===== src/rtl/core/bsi_pkg.sv =====
// shared types and constants for the boot stream interpreter
package bsi_pkg;

  localparam int unsigned ByteW = 8;
  localparam int unsigned AddrW = 16;
  localparam int unsigned WordW = 32;
  localparam int unsigned KindW = 2;
  localparam int unsigned SinkW = 4;
  localparam int unsigned CntW  = 16;
  localparam int unsigned BlW   = 2;

  // event kinds on the result channel
  localparam logic [KindW-1:0] KIND_CODE = 2'd0;
  localparam logic [KindW-1:0] KIND_DATA = 2'd1;
  localparam logic [KindW-1:0] KIND_DONE = 2'd2;

  // top two bits of a command byte
  localparam logic [1:0] CMD_LOAD_A = 2'b00;
  localparam logic [1:0] CMD_LOAD_B = 2'b01;
  localparam logic [1:0] CMD_SKIP   = 2'b10;
  localparam logic [1:0] CMD_CTRL   = 2'b11;

  // low two bits of a control command
  localparam logic [1:0] SEL_DEST_LO = 2'd0;
  localparam logic [1:0] SEL_DEST_HI = 2'd1;
  localparam logic [1:0] SEL_CNT_LO  = 2'd2;
  localparam logic [1:0] SEL_CNT_HI  = 2'd3;

  typedef enum logic [5:0] {
    ST_CMD     = 6'b000001,
    ST_LOAD    = 6'b000010,
    ST_DEST_LO = 6'b000100,
    ST_DEST_HI = 6'b001000,
    ST_CNT_LO  = 6'b010000,
    ST_CNT_HI  = 6'b100000
  } state_t;

  typedef struct packed {
    logic [KindW-1:0] kind;
    logic [AddrW-1:0] addr;
    logic [WordW-1:0] word;
  } result_t;

endpackage


===== src/rtl/core/bsi_interp.sv =====
// interpreter state and per-byte next-state logic
module bsi_interp import bsi_pkg::*; (
  input  logic             clk,
  input  logic             rst_n,
  input  logic             en,
  input  logic [ByteW-1:0] plain,
  output logic             res_valid,
  output result_t          res
);

  state_t            state_r, state_nxt;
  logic [SinkW-1:0]  sink_r, sink_nxt;
  logic [BlW-1:0]    bytes_left_r, bytes_left_nxt;
  logic [BlW-1:0]    bpw_r, bpw_nxt;
  logic [WordW-1:0]  acc_r, acc_nxt;
  logic [AddrW-1:0]  dest_r, dest_nxt;
  logic [CntW-1:0]   words_left_r, words_left_nxt;
  logic [WordW-1:0]  acc_shift;

  assign acc_shift = {acc_r[WordW-ByteW-1:0], plain};

  always_comb begin
    state_nxt      = state_r;
    sink_nxt       = sink_r;
    bytes_left_nxt = bytes_left_r;
    bpw_nxt        = bpw_r;
    acc_nxt        = acc_r;
    dest_nxt       = dest_r;
    words_left_nxt = words_left_r;
    res_valid      = 1'b0;
    res            = '0;
    unique case (state_r)
      ST_LOAD: begin
        if (bytes_left_r != '0) begin
          bytes_left_nxt = bytes_left_r - 1'b1;
          acc_nxt        = acc_shift;
        end else begin
          bytes_left_nxt = bpw_r;
          acc_nxt        = '0;
          // only code and data sinks produce writes
          if (sink_r[SinkW-1:1] == '0) begin
            res_valid = 1'b1;
            res.kind  = sink_r[0] ? KIND_DATA : KIND_CODE;
            res.addr  = dest_r;
            res.word  = acc_shift;
            dest_nxt  = dest_r + 1'b1;
          end
          if (words_left_r != '0) begin
            words_left_nxt = words_left_r - 1'b1;
          end else begin
            state_nxt = ST_CMD;
          end
        end
      end
      ST_DEST_HI: begin
        dest_nxt  = {plain, dest_r[ByteW-1:0]};
        state_nxt = ST_DEST_LO;
      end
      ST_DEST_LO: begin
        dest_nxt  = {dest_r[AddrW-1:ByteW], plain};
        state_nxt = ST_CMD;
      end
      ST_CNT_HI: begin
        words_left_nxt = {plain, words_left_r[ByteW-1:0]};
        state_nxt      = ST_CNT_LO;
      end
      ST_CNT_LO: begin
        words_left_nxt = {words_left_r[CntW-1:ByteW], plain};
        state_nxt      = ST_CMD;
      end
      default: begin
        unique case (plain[7:6])
          CMD_CTRL: begin
            if (plain[5]) begin
              // end of boot: report and clear everything
              res_valid      = 1'b1;
              res.kind       = KIND_DONE;
              state_nxt      = ST_CMD;
              sink_nxt       = '0;
              bytes_left_nxt = '0;
              bpw_nxt        = '0;
              acc_nxt        = '0;
              dest_nxt       = '0;
              words_left_nxt = '0;
            end else begin
              unique case (plain[1:0])
                SEL_DEST_LO: state_nxt = ST_DEST_LO;
                SEL_DEST_HI: state_nxt = ST_DEST_HI;
                SEL_CNT_LO:  state_nxt = ST_CNT_LO;
                SEL_CNT_HI:  state_nxt = ST_CNT_HI;
                default:     state_nxt = ST_CMD;
              endcase
            end
          end
          CMD_SKIP: begin
          end
          CMD_LOAD_A, CMD_LOAD_B: begin
            sink_nxt       = plain[5:2];
            bpw_nxt        = plain[1:0];
            bytes_left_nxt = plain[1:0];
            state_nxt      = ST_LOAD;
          end
          default: begin
          end
        endcase
      end
    endcase
  end

  always_ff @(posedge clk) begin
    if (!rst_n) begin
      state_r      <= ST_CMD;
      sink_r       <= '0;
      bytes_left_r <= '0;
      bpw_r        <= '0;
      acc_r        <= '0;
      dest_r       <= '0;
      words_left_r <= '0;
    end else if (en) begin
      state_r      <= state_nxt;
      sink_r       <= sink_nxt;
      bytes_left_r <= bytes_left_nxt;
      bpw_r        <= bpw_nxt;
      acc_r        <= acc_nxt;
      dest_r       <= dest_nxt;
      words_left_r <= words_left_nxt;
    end
  end

endmodule


===== src/rtl/core/bsi_out_reg.sv =====
// result register with valid/stall handshake
module bsi_out_reg import bsi_pkg::*; (
  input  logic             clk,
  input  logic             rst_n,
  input  logic             load,
  input  result_t          res,
  output logic             busy,
  output logic             out_valid,
  input  logic             out_stall,
  output logic [KindW-1:0] out_event_kind,
  output logic [AddrW-1:0] out_write_address,
  output logic [WordW-1:0] out_write_word
);

  logic    valid_r, valid_nxt;
  result_t data_r;

  // slot cannot take a new result while a held one is stalled
  assign busy      = valid_r & out_stall;
  assign valid_nxt = load | busy;

  always_ff @(posedge clk) begin
    if (!rst_n) begin
      valid_r <= 1'b0;
    end else begin
      valid_r <= valid_nxt;
    end
  end

  always_ff @(posedge clk) begin
    if (load) begin
      data_r <= res;
    end
  end

  assign out_valid         = valid_r;
  assign out_event_kind    = data_r.kind;
  assign out_write_address = data_r.addr;
  assign out_write_word    = data_r.word;

endmodule


===== src/rtl/core/boot_stream_interpreter.sv =====
// top level of the boot stream interpreter
// a result reaches the out_ ports through the input register and then the result register
// throughput: one transaction per cycle, set by the decode loop, unless the output slot stalls a result
// a transaction that yields no result never waits on the output side
// reset: synchronous active-low rst_n empties both registers and returns to command mode
// all interpreter data (destination, count, word assembly) clears to zero at reset
module boot_stream_interpreter import bsi_pkg::*; (
  input  logic             clk,
  input  logic             rst_n,
  input  logic             in_valid,
  output logic             in_stall,
  input  logic [ByteW-1:0] in_flash_byte,
  input  logic [ByteW-1:0] in_key_byte,
  output logic             out_valid,
  input  logic             out_stall,
  output logic [KindW-1:0] out_event_kind,
  output logic [AddrW-1:0] out_write_address,
  output logic [WordW-1:0] out_write_word
);

  // input register
  logic             s1_valid_r, s1_valid_nxt;
  logic [ByteW-1:0] flash_r;
  logic [ByteW-1:0] key_r;

  logic             in_accept;
  logic             s1_adv;
  logic             s1_fire;
  logic             res_valid;
  result_t          res;
  logic             out_busy;

  // the held byte moves on unless it has a result and the output slot is stuck
  assign s1_adv    = ~res_valid | ~out_busy;
  assign s1_fire   = s1_valid_r & s1_adv;
  assign in_stall  = s1_valid_r & ~s1_adv;
  assign in_accept = in_valid & ~in_stall;

  assign s1_valid_nxt = in_accept | (s1_valid_r & ~s1_adv);

  always_ff @(posedge clk) begin
    if (!rst_n) begin
      s1_valid_r <= 1'b0;
    end else begin
      s1_valid_r <= s1_valid_nxt;
    end
  end

  always_ff @(posedge clk) begin
    if (in_accept) begin
      flash_r <= in_flash_byte;
      key_r   <= in_key_byte;
    end
  end

  // decrypt, decode and update state in one pass
  bsi_interp u_interp (
    .clk       (clk),
    .rst_n     (rst_n),
    .en        (s1_fire),
    .plain     (flash_r ^ key_r),
    .res_valid (res_valid),
    .res       (res)
  );

  // result register decouples the consumer from the decode stage
  bsi_out_reg u_out_reg (
    .clk               (clk),
    .rst_n             (rst_n),
    .load              (s1_fire & res_valid),
    .res               (res),
    .busy              (out_busy),
    .out_valid         (out_valid),
    .out_stall         (out_stall),
    .out_event_kind    (out_event_kind),
    .out_write_address (out_write_address),
    .out_write_word    (out_write_word)
  );

endmodule

===== config.mk =====
export PLATFORM = sky130hd
export DESIGN_NAME = boot_stream_interpreter
export DESIGN_NICKNAME = d
export VERILOG_FILES = /design/src/rtl/core/bsi_pkg.sv /design/src/rtl/core/bsi_interp.sv /design/src/rtl/core/bsi_out_reg.sv /design/src/rtl/core/boot_stream_interpreter.sv
export SDC_FILE = /design/constraint.sdc
export NUM_CORES = 1
export LEC_CHECK = 0
export BUFFER_PORTS_ARGS = -buffer_cell sky130_fd_sc_hd__buf_2
export CAP_MARGIN = 20
export CORE_MARGIN = 2
export CORE_UTILIZATION = 35
export DETAILED_ROUTE_END_ITERATION = 8
export PLACE_DENSITY = 0.53
export SLEW_MARGIN = 20
export SYNTH_ARGS = -nofsm -noshare
export SYNTH_HDL_FRONTEND = slang
export SYNTH_SLANG_ARGS = --single-unit
export TNS_END_PERCENT = 5

===== constraint.sdc =====
create_clock -name clk -period 4.2 [get_ports clk]
set_input_delay 0.42 -clock clk [delete_from_list [all_inputs] [get_ports clk]]
set_output_delay 0.42 -clock clk [all_outputs]
set_load 0.1 [all_outputs]

=== Word-level counts from Yosys, hierarchy flattened ===
Index checks and enable logic that the tools add are counted.
W data, S select, Z words.

* Bits in registers: 138
* Input bits: 20
* Output and inout port bits: 52

* Add/subtract/negate cells: 3
* Eq/ne operators: 16
* Muxes and demuxes: 35
* Bitwise gates (word level): 23
* Reduce and logical (&&, ||, !) cells: 33

{| class="wikitable"
|+ Operator list
! kind !! number
|-
| $pmux W16 S4 || 2
|-
| $mux W16 || 6
|-
| $mux W24 || 3
|-
| $mux W50 || 1
|-
| $mux W49 || 1
|-
| $pmux W24 S2 || 1
|-
| $pmux W6 S4 || 2
|-
| $reduce_and A7 Y1 || 4
|-
| $reduce_bool A3 Y1 || 9
|-
| $mux W6 || 3
|-
| $add A16 B1 Y16 const B || 1
|-
| $reduce_and A4 Y1 || 4
|-
| $reduce_bool A16 Y1 || 1
|-
| $sub A16 B1 Y16 const B || 1
|-
| $not A1 Y1 || 14
|-
| $pmux W2 S2 || 3
|-
| $pmux W6 S2 || 1
|-
| $mux W2 || 4
|-
| $pmux W4 S2 || 1
|-
| $reduce_bool A2 Y1 || 4
|-
| $reduce_or A2 Y1 || 4
|-
| $xor A8 B8 Y8 || 1
|-
| $eq A2 B2 Y1 const B || 3
|-
| $eq A6 B2 Y1 const B || 1
|-
| 20 further kinds || 35
|}

=== Logic depth before layout (Yosys ltp) ===
Gate-level depths: netlist of run 1.

* Word-level depth: 11
* Mapped depth: 10
* Mapped depth without buffers: 8

=== Cells and area by module ===
From an unflattened synthesis of run 1, not the netlist that was laid out.

* Cells, all modules: 611
* Area total of the unflattened synthesis: 6200.9 um2

{| class="wikitable"
|+ By module, submodules not included
! module !! times used !! cells an instance !! area each (um2)
|-
| bsi_interp || 1 || 527 || 4052.6
|-
| bsi_out_reg || 1 || 53 || 1537.7
|-
| boot_stream_interpreter || 1 || 31 || 610.6
|}

=== Least setup slack after synthesis of run 1 ===
OpenSTA, ideal clock, no wires.

* Kind: flip-flop to flip-flop
* From: register key_r[7]
* To: register u_out_reg.data_r (netlist bit u_out_reg.out_event_kind[0]), enable pin
* Setup time: 0.458 ns
* Data arrival time: 3.440 ns
* Data required time: 3.742 ns
* Slack: 0.302 ns
* Stages on the path, launching flop included: 7
* Path buffers: 1
* Clock period less this slack: 3.898 ns
* Cells stage by stage: edfxtp_1 > xor2_1 > nand3_1 > buf_2 > nor2_1 > o21ai_0 > nor2_1

* Longest elaborated chain between the ends: 8

{| class="wikitable"
|+ RTL lines
! what !! line !! RTL
|-
| start, declared || boot_stream_interpreter.sv:24 || <nowiki>logic [ByteW-1:0] key_r;</nowiki>
|-
| start signal, assigned || boot_stream_interpreter.sv:52 || <nowiki>key_r <= in_key_byte;</nowiki>
|-
| $xor A8 B8 Y8 * || boot_stream_interpreter.sv:61 || <nowiki>.plain (flash_r ^ key_r),</nowiki>
|-
| $eq A2 B2 Y1 * || bsi_interp.sv:72 || <nowiki>unique case (plain[7:6])</nowiki>
|-
| $mux W1 * || bsi_interp.sv:72 ||
|-
| $pmux W1 S2 * || bsi_interp.sv:32 || <nowiki>unique case (state_r)</nowiki>
|-
| $not A1 Y1 || boot_stream_interpreter.sv:34 || <nowiki>assign s1_adv = ~res_valid | ~out_busy;</nowiki>
|-
| $or A1 B1 Y1 || boot_stream_interpreter.sv:34 ||
|-
| $and A1 B1 Y1 || boot_stream_interpreter.sv:35 || <nowiki>assign s1_fire = s1_valid_r & s1_adv;</nowiki>
|-
| $and A1 B1 Y1 * || boot_stream_interpreter.sv:70 || <nowiki>.load (s1_fire & res_valid),</nowiki>
|-
| via u_out_reg.load || bsi_out_reg.sv:5 || <nowiki>input logic load,</nowiki>
|-
| end signal, assigned || bsi_out_reg.sv:32 || <nowiki>data_r <= res;</nowiki>
|-
| end, declared || bsi_out_reg.sv:16 || <nowiki>result_t data_r;</nowiki>
|}

The timed path passes the listed nets; every way through them passes the cells marked *.
A chain may end at the register's enable or synchronous reset.

=== Final worst setup path of run 1 ===
* From: register u_interp.state_r[3]
* To: output port in_stall

* Longest elaborated chain between the ends: 7

{| class="wikitable"
|+ RTL lines
! what !! line !! RTL
|-
| start, declared || bsi_interp.sv:11 || <nowiki>state_t state_r, state_nxt;</nowiki>
|-
| start signal, assigned || bsi_interp.sv:120 || <nowiki>state_r <= state_nxt;</nowiki>
|-
| $eq A6 B4 Y1 (tied with other cells) || bsi_interp.sv:32 ||
|-
| $reduce_or A4 Y1 (no source line) || - ||
|-
| $pmux W1 S2 * || bsi_interp.sv:32 ||
|-
| $not A1 Y1 * || boot_stream_interpreter.sv:34 ||
|-
| $or A1 B1 Y1 * || boot_stream_interpreter.sv:34 ||
|-
| $not A1 Y1 * || boot_stream_interpreter.sv:36 || <nowiki>assign in_stall = s1_valid_r & ~s1_adv;</nowiki>
|-
| $and A1 B1 Y1 * || boot_stream_interpreter.sv:36 ||
|-
| end, declared || boot_stream_interpreter.sv:11 || <nowiki>output logic in_stall,</nowiki>
|}

Mark *: on every way between the ends. The rest lies on a longest branch, timed or not.

==> results of run 1 <==
-- state kept, by name, summed over array words and instances (netlist names) --
| register | flops |
|---|---|
| u_interp.acc_r | 24 |
| s1_valid_r | 1 |
| u_out_reg.out_write_address | 16 |
| u_interp.state_r | 6 |
| u_interp.sink_r | 4 |
| u_out_reg.out_event_kind | 2 |
| u_interp.words_left_r | 16 |
| u_out_reg.out_valid | 1 |
| u_out_reg.out_write_word | 32 |
| flash_r | 8 |
| key_r | 8 |
| u_interp.dest_r | 16 |
| u_interp.bpw_r | 2 |
| u_interp.bytes_left_r | 2 |
-- kinds of logic after synthesis --
kind of cell,after synthesis,synth area share
AOI/OAI and AO/OA,148,0.1542
xor gates and xnor gates,21,0.02851
adders and majority gates,2,0.003878
buffers and inverters,51,0.03356
DFF,138,0.5306
muxes,27,0.04189
and+or+nand+nor,263,0.2073
-- layout by cell type (no fill, tap or decap), types with 7 or more instances in the layout --
master	Yosys	layout
o22ai_1	16	16
edfxtp_1	66	66
buf_2	17	71
nor3_1	25	24
o31ai_1	7	7
inv_1	7	7
buf_4	1	18
dfxtp_1	72	72
clkbuf_16	0	17
nand2_1	76	76
nand3_1	32	32
o21ai_0	34	34
xor2_1	8	8
o32ai_1	12	12
a31oi_1	10	10
xnor2_1	13	12
a21oi_1	27	27
nor2_1	38	37
and2_1	42	42
nand4_1	9	9
a311oi_1	7	7
nor4_1	9	9
mux2i_1	27	27
-- power by group through the flow --
stage	sequential [mW]	clock, mW	combinational [mW]
floorplan	1.53	0	0.159
global placement	1.48	0	0.294
detailed placement	1.48	0	0.298
CTS	1.46	1.39	0.298
global route	1.46	1.45	0.320
finish	1.46	1.36	0.300
-- per-layer routing --
| layer | vias to the layer above | wire [um] |
|---|---|---|
| li1 | 2553 | - |
| met1 | 2503 | 7905 |
| met2 | 227 | 7307 |
| met3 | 32 | 1059 |
| met4 | 0 | 433 |
| met5 | - | 0 |
-- metrics by stage --
stage               cells  setup slack (ns)  cell area [sq um]  hold WS (ns)    util
global route          956            0.1595               7594        0.1545  0.4213
floorplan             650            0.3018               6451        0.4307       -
detailed placement    924            0.7434               7058        0.4493  0.3916
CTS                   956            0.4311               7594        0.1509  0.4213
finish                956            0.4066               7594        0.1704  0.4213
global placement      924            0.9095               7051        0.4427  0.3912
-- critical path, cell delays in order, from the launching register on --
cell,delay [ns]
dfxtp_1,0.43
nor2_1,0.25
nand4b_1,0.53
nand4_2,0.46
nor2_1,0.10
o21ai_0,0.73
nor2_1,0.10
buf_2,0.33
-- final cells by class --
cell class	instances	area (sq um)
inverter	7	26.28
tap	229	286.5
fill	1771	10430
multi-input combinational	461	2831
sequential	138	3423
timing repair buffer	89	490.5
clock inverter	14	96.34
clock buffer	18	439.2
-- path summary, 6_finish.rpt --
path                        from  slack, ns                 end
min             in_flash_byte[1]       0.17          flash_r[1]
max reg2reg  u_interp.state_r[3]       0.70          flash_r[0]
max          u_interp.state_r[3]       0.41            in_stall
min reg2reg   u_interp.acc_r[17]       0.46  u_interp.acc_r[17]
==> flow_summary.yaml, run 1 <==
status:
  status: "finished, final reports clean"
yosys:
  netlist_area_sq_um: 6451
  yosys-top-cells-area: "edfxtp_1 31%, dfxtp_1 22%, nand2_1 4.4%, mux2i_1 4.2%, and2_1 4.1%"
  synthFlopType: "dfxtp_1"
  synth_common_cells: "76 x nand2_1, 72 x dfxtp_1, 66 x edfxtp_1, 42 x and2_1, 38 x nor2_1"
  netlist_instances: 650
  yosysSeqAreaShare: 0.5306
  synth_edf_count: 66
  synth_async_sr_flop_share: 0
  synth-seq-cells: 138
  yosysWarnings: 0
  yosysTopAreaCell: "edfxtp_1"
  syn-num-nets: 672
  synth.most_common_cell: "nand2_1"
  ys_types: 61
  syn_avg_cell_area_sq_um: 9.925
  synth_top_area_share: 0.3072
setup_path:
  worstSetupPathType: "register to output pin"
  crit_fanout: 14
  startpoint_type: "register"
  critical_path_arrival_ns: 3.37
  worstRegToRegCells: 6
  worst-endpoint-required_ns: 3.78
  crit_path_end_kind: "output pin"
flow_run:
  cap_viol_max_count: 0
place:
  routabilityCongestion: 0.9350
  port_buffers: 71
  hpwl_um: 10930
floorplan:
  placeableCoreArea_sq_um: 18020
  die_h_um: 139.8
  initial_core_util: 0.3579
  die-area_sq_um: 19530
  rows: 49
  die_w_um: 139.8
  pin_count: 72
cells_and_area:
  antenna_cells: 0
  drive_gt1_frac: 0.1761
  fin_nets: 736
  area_growth_pct: 17.71
power:
  ir_drop_mv: 0.2779
  combPwrFrac: 0.096
  internal_power_mw: 2.286
  power_per_cell_area_nw_per_um2: 410.5
  total_power_mw: 3.117
  power_frac_seq: 0.467
  p_sw_frac: 0.2665
  clkPwrFrac: 0.437
  total_leakage_power_nw: 2.817
  p_sw_mw: 0.8308
global_routing:
  grt.busiest_layer: "met2"
  grt_overflow_total: 0
  grt_util_met3: 0.03923
  grt_util_met1: 0.2428
  grtUsageTotal: 0.1741
  antenna_found_initial: 0
  grt_pass1_vias: 4938
  met2_usage: 0.2593
  grt_max_degree: 51
  grt_pass1_wl_um: 26780
timing:
  finClkSkew_ns: 0.01077
  timing_hold_violations_final: 0
  fmaxAchievable_mhz: 263.6
  rsz0062_at_grt: "false"
  setup_viol: 0
  tightest_slew_ns: 0.9307
  fin_crit_sh: 0.9032
  period_minus_slack_ns: 3.793
  slew_headroom: 0.3790
  fin_tns_setup_ns: 0
  finalMaxSlewViolations: 0
route:
  first_iter_violations: 511
  drtPass1Iterations: 5
  postRouteAntennaNets: 0
  routed_wl_um: 16710
  drc_errors: 0
  num_vias: 5315
  via_per_inst: 5.560
  wl_per_cell_um: 17.47
min_path:
  holdPathStages: 1
  hold_class: "primary input to register"
clocking:
  cts_tree: "done"
  root_buffer: "clkbuf_16"
  ctsHoldBuffers: 0
  clk_latency_ns: 0.43
  h-tree-depth: 4
  cts_sinks: 138
  cts_buffers: 17
  post_cts.repair.setup_buffers: 0
  path_clk_slew_ns: 0.06
  cts_resized: 0
  clk_path_buf_depth: 2
No activity file was read; power rests on OpenSTA's default activity.
==> run 2: changes to the inputs <==
--- a/config.mk
+++ b/config.mk
@@ -5,12 +5,12 @@
 export SDC_FILE = /design/constraint.sdc
 export NUM_CORES = 1
 export LEC_CHECK = 0
-export BUFFER_PORTS_ARGS = -buffer_cell sky130_fd_sc_hd__buf_2
 export CAP_MARGIN = 20
 export CORE_MARGIN = 2
 export CORE_UTILIZATION = 35
 export DETAILED_ROUTE_END_ITERATION = 8
-export PLACE_DENSITY = 0.53
+export DONT_BUFFER_PORTS = 1
+export PLACE_DENSITY = 0.5
 export SLEW_MARGIN = 20
 export SYNTH_ARGS = -nofsm -noshare
 export SYNTH_HDL_FRONTEND = slang
==> run 2 against run 1 <==
Sequential power increased by 3%. Setup slack better by 0.47 ns. Combinational power is 24% lower. Non-clock buffer count down 65. Power rose by 3.8%.
==> flow_summary.yaml, run 2 (same netlist as run 1, synthesis figures left out) <==
cells_and_area:
  layout_common_cells: "76 x nand2_1, 72 x dfxtp_1, 66 x edfxtp_1"
  drive_gt1_frac: 0.09819
  area_growth_pct: 13.65
  mostFrequentLayoutCell: "nand2_1"
  fin_nets: 671
  regArea_sq_um: 3423
  multi_input_area_sq_um: 2826
  final_util: 0.4068
  antenna_cells: 0
  largest_register_ffs: 32
  nFillCells: 1802
timing:
  layout_setup_ws_ns: 0.8810
  fin_tns_setup_ns: 0
  tightest_slew_ns: 1.026
  slew_headroom: 0.3163
  fmaxAchievable_mhz: 301.3
  period_minus_slack_ns: 3.319
  finalMaxSlewViolations: 0
  rsz0062_at_grt: "false"
  finClkSkew_ns: 0.01675
  setup_viol: 0
  fin_hold_ws_ns: 0.09412
  timing_hold_violations_final: 0
  fin_crit_sh: 0.7902
route:
  drc_errors: 0
  first_iter_violations: 361
  drtPass1Iterations: 5
  postRouteAntennaNets: 0
  via_per_inst: 5.699
  num_vias: 5078
  routed_wl_um: 16820
  wl_per_cell_um: 18.88
place:
  post-place-ws_ns: 1.043
  hpwl_um: 10900
  routabilityCongestion: 0.8279
  port_buffers: 0
min_path:
  holdPathStages: 0
  hold_class: "primary input to register"
clocking:
  h-tree-depth: 4
  root_buffer: "clkbuf_16"
  cts_sinks: 138
  clk_latency_ns: 0.43
  post_cts.repair.setup_buffers: 0
  cts_resized: 0
  path_clk_slew_ns: 0.06
  clk_path_buf_depth: 2
  cts_buffers: 17
  cts_tree: "done"
  ctsHoldBuffers: 0
setup_path:
  worst-endpoint-required_ns: 3.78
  crit_path_end_kind: "output pin"
  worstSetupPathType: "register to output pin"
  startpoint_type: "register"
  crit_fanout: 42
  critical_path_arrival_ns: 2.90
  worstRegToRegCells: 7
flow_run:
  cap_viol_max_count: 0
floorplan:
  die_h_um: 139.8
  rows: 49
  die-area_sq_um: 19530
  die_w_um: 139.8
  pin_count: 72
  initial_core_util: 0.3579
  placeableCoreArea_sq_um: 18020
status:
  status: "finished, final reports clean"
global_routing:
  grtUsageTotal: 0.1759
  antenna_found_initial: 1
  grt_pass1_vias: 4984
  grt_max_degree: 57
  grt_pass1_wl_um: 27020
  grt_overflow_total: 0
power:
  power_per_cell_area_nw_per_um2: 441.4
  total_leakage_power_nw: 2.582
  ir_drop_mv: 0.3025
## run 2: worst paths after layout
kind	slack (ns)	endpoint	from
max reg2reg	0.99	u_interp.acc_r[19]	u_interp.state_r[5]
min reg2reg	0.46	u_interp.sink_r[2]	u_interp.sink_r[2]
max	0.88	in_stall	u_interp.state_r[3]
min	0.09	key_r[1]	in_key_byte[1]
## run 2: per-layer routing
layer  global-route usage  part of all wire
met1               0.2440              0.47
met2               0.2634              0.44
met3              0.04233             0.066
met4              0.07316             0.021
met5                    0                 0
## run 2: through the flow
step,instance area (sq um),power [mW],instances
3_3_place_gp,6743,1.759,859
2_1_floorplan,6451,1.689,650
4_1_cts,7332,3.269,891
6_report,7332,3.236,891
5_1_grt,7332,3.345,891
3_5_place_dp,6743,1.762,859
## run 2: worst max-delay path, cell delays in order (launching register included)
cell	delay (ns)
dfxtp_1	0.55
nor2_1	0.15
nand4b_1	0.12
buf_4	0.42
nand4_2	0.32
nor2_1	0.24
o21ai_0	0.11
buf_4	0.18
nor2_2	0.08
buf_4	0.29
## run 2: final cells by class
| cell class | instances | share of cell area |
|---|---|---|
| Clock inverter | 15 | 0.02235 |
| Tap cell | 229 | 0.03908 |
| Multi-Input combinational cell | 461 | 0.3855 |
| Inverter | 7 | 0.003584 |
| Timing Repair Buffer | 24 | 0.02457 |
| Sequential cell | 138 | 0.4669 |
| Clock buffer | 17 | 0.05802 |
## run 2: report_power, final
| part | internal [mW] | switching (mW) | leakage, nW | total (mW) |
|---|---|---|---|---|
| clock network | 0.886 | 0.613 | 0.292 | 1.50 |
| logic | 0.0748 | 0.153 | 1.08 | 0.228 |
| registers | 1.43 | 0.0754 | 1.21 | 1.51 |
==> run 3: changes to the inputs <==
--- a/config.mk
+++ b/config.mk
@@ -10,7 +10,7 @@
 export CORE_UTILIZATION = 35
 export DETAILED_ROUTE_END_ITERATION = 8
 export DONT_BUFFER_PORTS = 1
-export PLACE_DENSITY = 0.5
+export PLACE_DENSITY = 0.48
 export SLEW_MARGIN = 20
 export SYNTH_ARGS = -nofsm -noshare
 export SYNTH_HDL_FRONTEND = slang
==> constraint.sdc (replaced) <==
create_clock -name clk -period 3.1 [get_ports clk]
set_input_delay 0.31 -clock clk [delete_from_list [all_inputs] [get_ports clk]]
set_output_delay 0.31 -clock clk [all_outputs]
set_load 0.1 [all_outputs]
==> run 3 against run 2 <==
Die area did not move. First-iteration DRC count increased by 36%. Clock-buffer cell count is 3 higher. Setup slack worse by 0.54 ns. Highest routed layer unchanged. Sequential share of layout area shrank 1.8 points. Largest power group unchanged. Register-to-register slack worse by 0.55 ns. Critical path type unchanged. Global-route usage rose by 0.14 points. Flip-flop and latch count did not move.
==> flow_summary.yaml, run 3 (same netlist as run 1, synthesis figures left out) <==
power:
  internal_power_mw: 3.258
  combPwrFrac: 0.076
  total_leakage_power_nw: 2.713
  clkPwrFrac: 0.460
  power_frac_seq: 0.464
  power_per_cell_area_nw_per_um2: 578.0
  p_sw_frac: 0.2615
  p_sw_mw: 1.154
  ir_drop_mv: 0.3906
  total_power_mw: 4.412
cells_and_area:
  largest_register_ffs: 32
  mostFrequentLayoutCell: "nand2_1"
  layout_common_cells: "76 x nand2_1, 72 x dfxtp_1, 66 x edfxtp_1"
  area_growth_pct: 18.33
  drive_gt1_frac: 0.1116
  antenna_cells: 0
  fin_nets: 699
  final_area_sq_um: 7634
clocking:
  path_clk_slew_ns: 0.07
  root_buffer: "clkbuf_16"
  cts_tree: "done"
  cts_sinks: 138
  clk_path_buf_depth: 2
  clk_latency_ns: 0.42
  post_cts.repair.setup_buffers: 0
  h-tree-depth: 4
  cts_buffers: 17
setup_path:
  reg2reg_to: "u_interp.words_left_r[5]"
  crit_path_end_kind: "output pin"
  worst-endpoint-required_ns: 2.79
  worstRegToRegCells: 7
  critical_path_arrival_ns: 2.45
  rr_startpoint: "u_interp.state_r[3]"
  startpoint_type: "register"
  worstSetupPathType: "register to output pin"
  crit_fanout: 11
  reg2reg_slack_ns: 0.44
timing:
  fin_hold_ws_ns: 0.03831
  fin_tns_setup_ns: 0
  finClkSkew_ns: 0.008074
  timing_hold_violations_final: 0
  rsz0062_at_grt: "false"
  slew_headroom: 0.3854
  layout_setup_ws_ns: 0.3426
  finalMaxSlewViolations: 0
  tightest_slew_ns: 0.9238
  fmaxAchievable_mhz: 362.7
  period_minus_slack_ns: 2.757
  setup_viol: 0
  fin_crit_sh: 0.8895
route:
  routed_wl_um: 17080
  postRouteAntennaNets: 0
  wl_per_cell_um: 18.59
  first_iter_violations: 491
  drtPass1Iterations: 5
  via_per_inst: 5.606
  num_vias: 5152
  drc_errors: 0
place:
  post-place-ws_ns: 0.4830
  routabilityCongestion: 0.8593
  post_dp_cell_area_sq_um: 6874
  hpwl_um: 11100
  port_buffers: 0
min_path:
  min_to: "u_interp.dest_r[8]"
  holdPathStages: 1
  worstHoldStart: "rst_n"
  hold_class: "primary input to register"
floorplan:
  initial_core_util: 0.3579
  die-area_sq_um: 19530
  pin_count: 72
  placeableCoreArea_sq_um: 18020
  rows: 49
  die_h_um: 139.8
  die_w_um: 139.8
global_routing:
  grt_pass1_vias: 5011
  grtUsageTotal: 0.1773
  grt_overflow_total: 0
  antenna_found_initial: 0
  grt_max_degree: 57
  grt_pass1_wl_um: 27360
flow_run:
  cap_viol_max_count: 0
status:
  status: "finished, final reports clean"
run 3: worst max path at each step:
stage / slack (ns) / start / to / cells after the start
after floorplan: 0.02 / u_interp.state_r[5] / u_out_reg.out_event_kind[0] / 6
after global routing: 0.09 / u_interp.state_r[2] / in_stall / 9
after global placement: 0.50 / u_interp.state_r[3] / u_interp.words_left_r[2] / 7
final: 0.34 / u_interp.state_r[2] / in_stall / 9
after CTS: 0.36 / u_interp.state_r[2] / in_stall / 9
after detailed placement: 0.48 / u_interp.state_r[3] / u_interp.words_left_r[1] / 7
run 3: layer usage:
metal	global-route usage	vias up	wire length, um
li1	-	2480	-
met1	0.2395	2472	8053
met2	0.2775	177	7850
met3	0.04508	23	853
met4	0.06105	0	325
met5	0	-	0
run 3: power by group through the flow:
stage / Sequential (mW) / Combinational [mW] / Clock (mW)
6_report: 2.05 / 0.336 / 2.03
5_1_grt: 2.05 / 0.364 / 2.15
4_1_cts: 2.05 / 0.335 / 2.08
3_5_place_dp: 2.08 / 0.317 / 0
3_3_place_gp: 2.08 / 0.316 / 0
2_1_floorplan: 2.07 / 0.216 / 0
run 3: through the flow:
stage / utilization / instances
detailed placement: 0.3814 / 870
floorplan: - / 650
global placement: 0.3814 / 870
CTS: 0.4235 / 919
finish: 0.4235 / 919
global route: 0.4235 / 919
run 3: critical path: stages (launching register included):
cell and delay [ns]:
dfxtp_1 0.58, nor2_1 0.16, nand4b_1 0.16, buf_4 0.20, nand4_2 0.12, nor2_1 0.19, o21ai_0 0.10, buf_4 0.19
nor2_2 0.13, buf_12 0.19
run 3: what timing repair did:
action / 4_1_cts / 5_1_grt
gates resized for setup: 0 / 0
hold buffers: 17 / 0
endpoints found under the hold margin: 17 / 0
run 3: cell type report:
type                            count  area (sq um)
Sequential cell                   138          3423
Timing Repair Buffer               52         470.5
Tap cell                          229         286.5
Clock inverter                     12         122.6
Inverter                            7         26.28
Fill cell                        1801         10390
Multi-Input combinational cell    461          2838
Clock buffer                       20         466.7
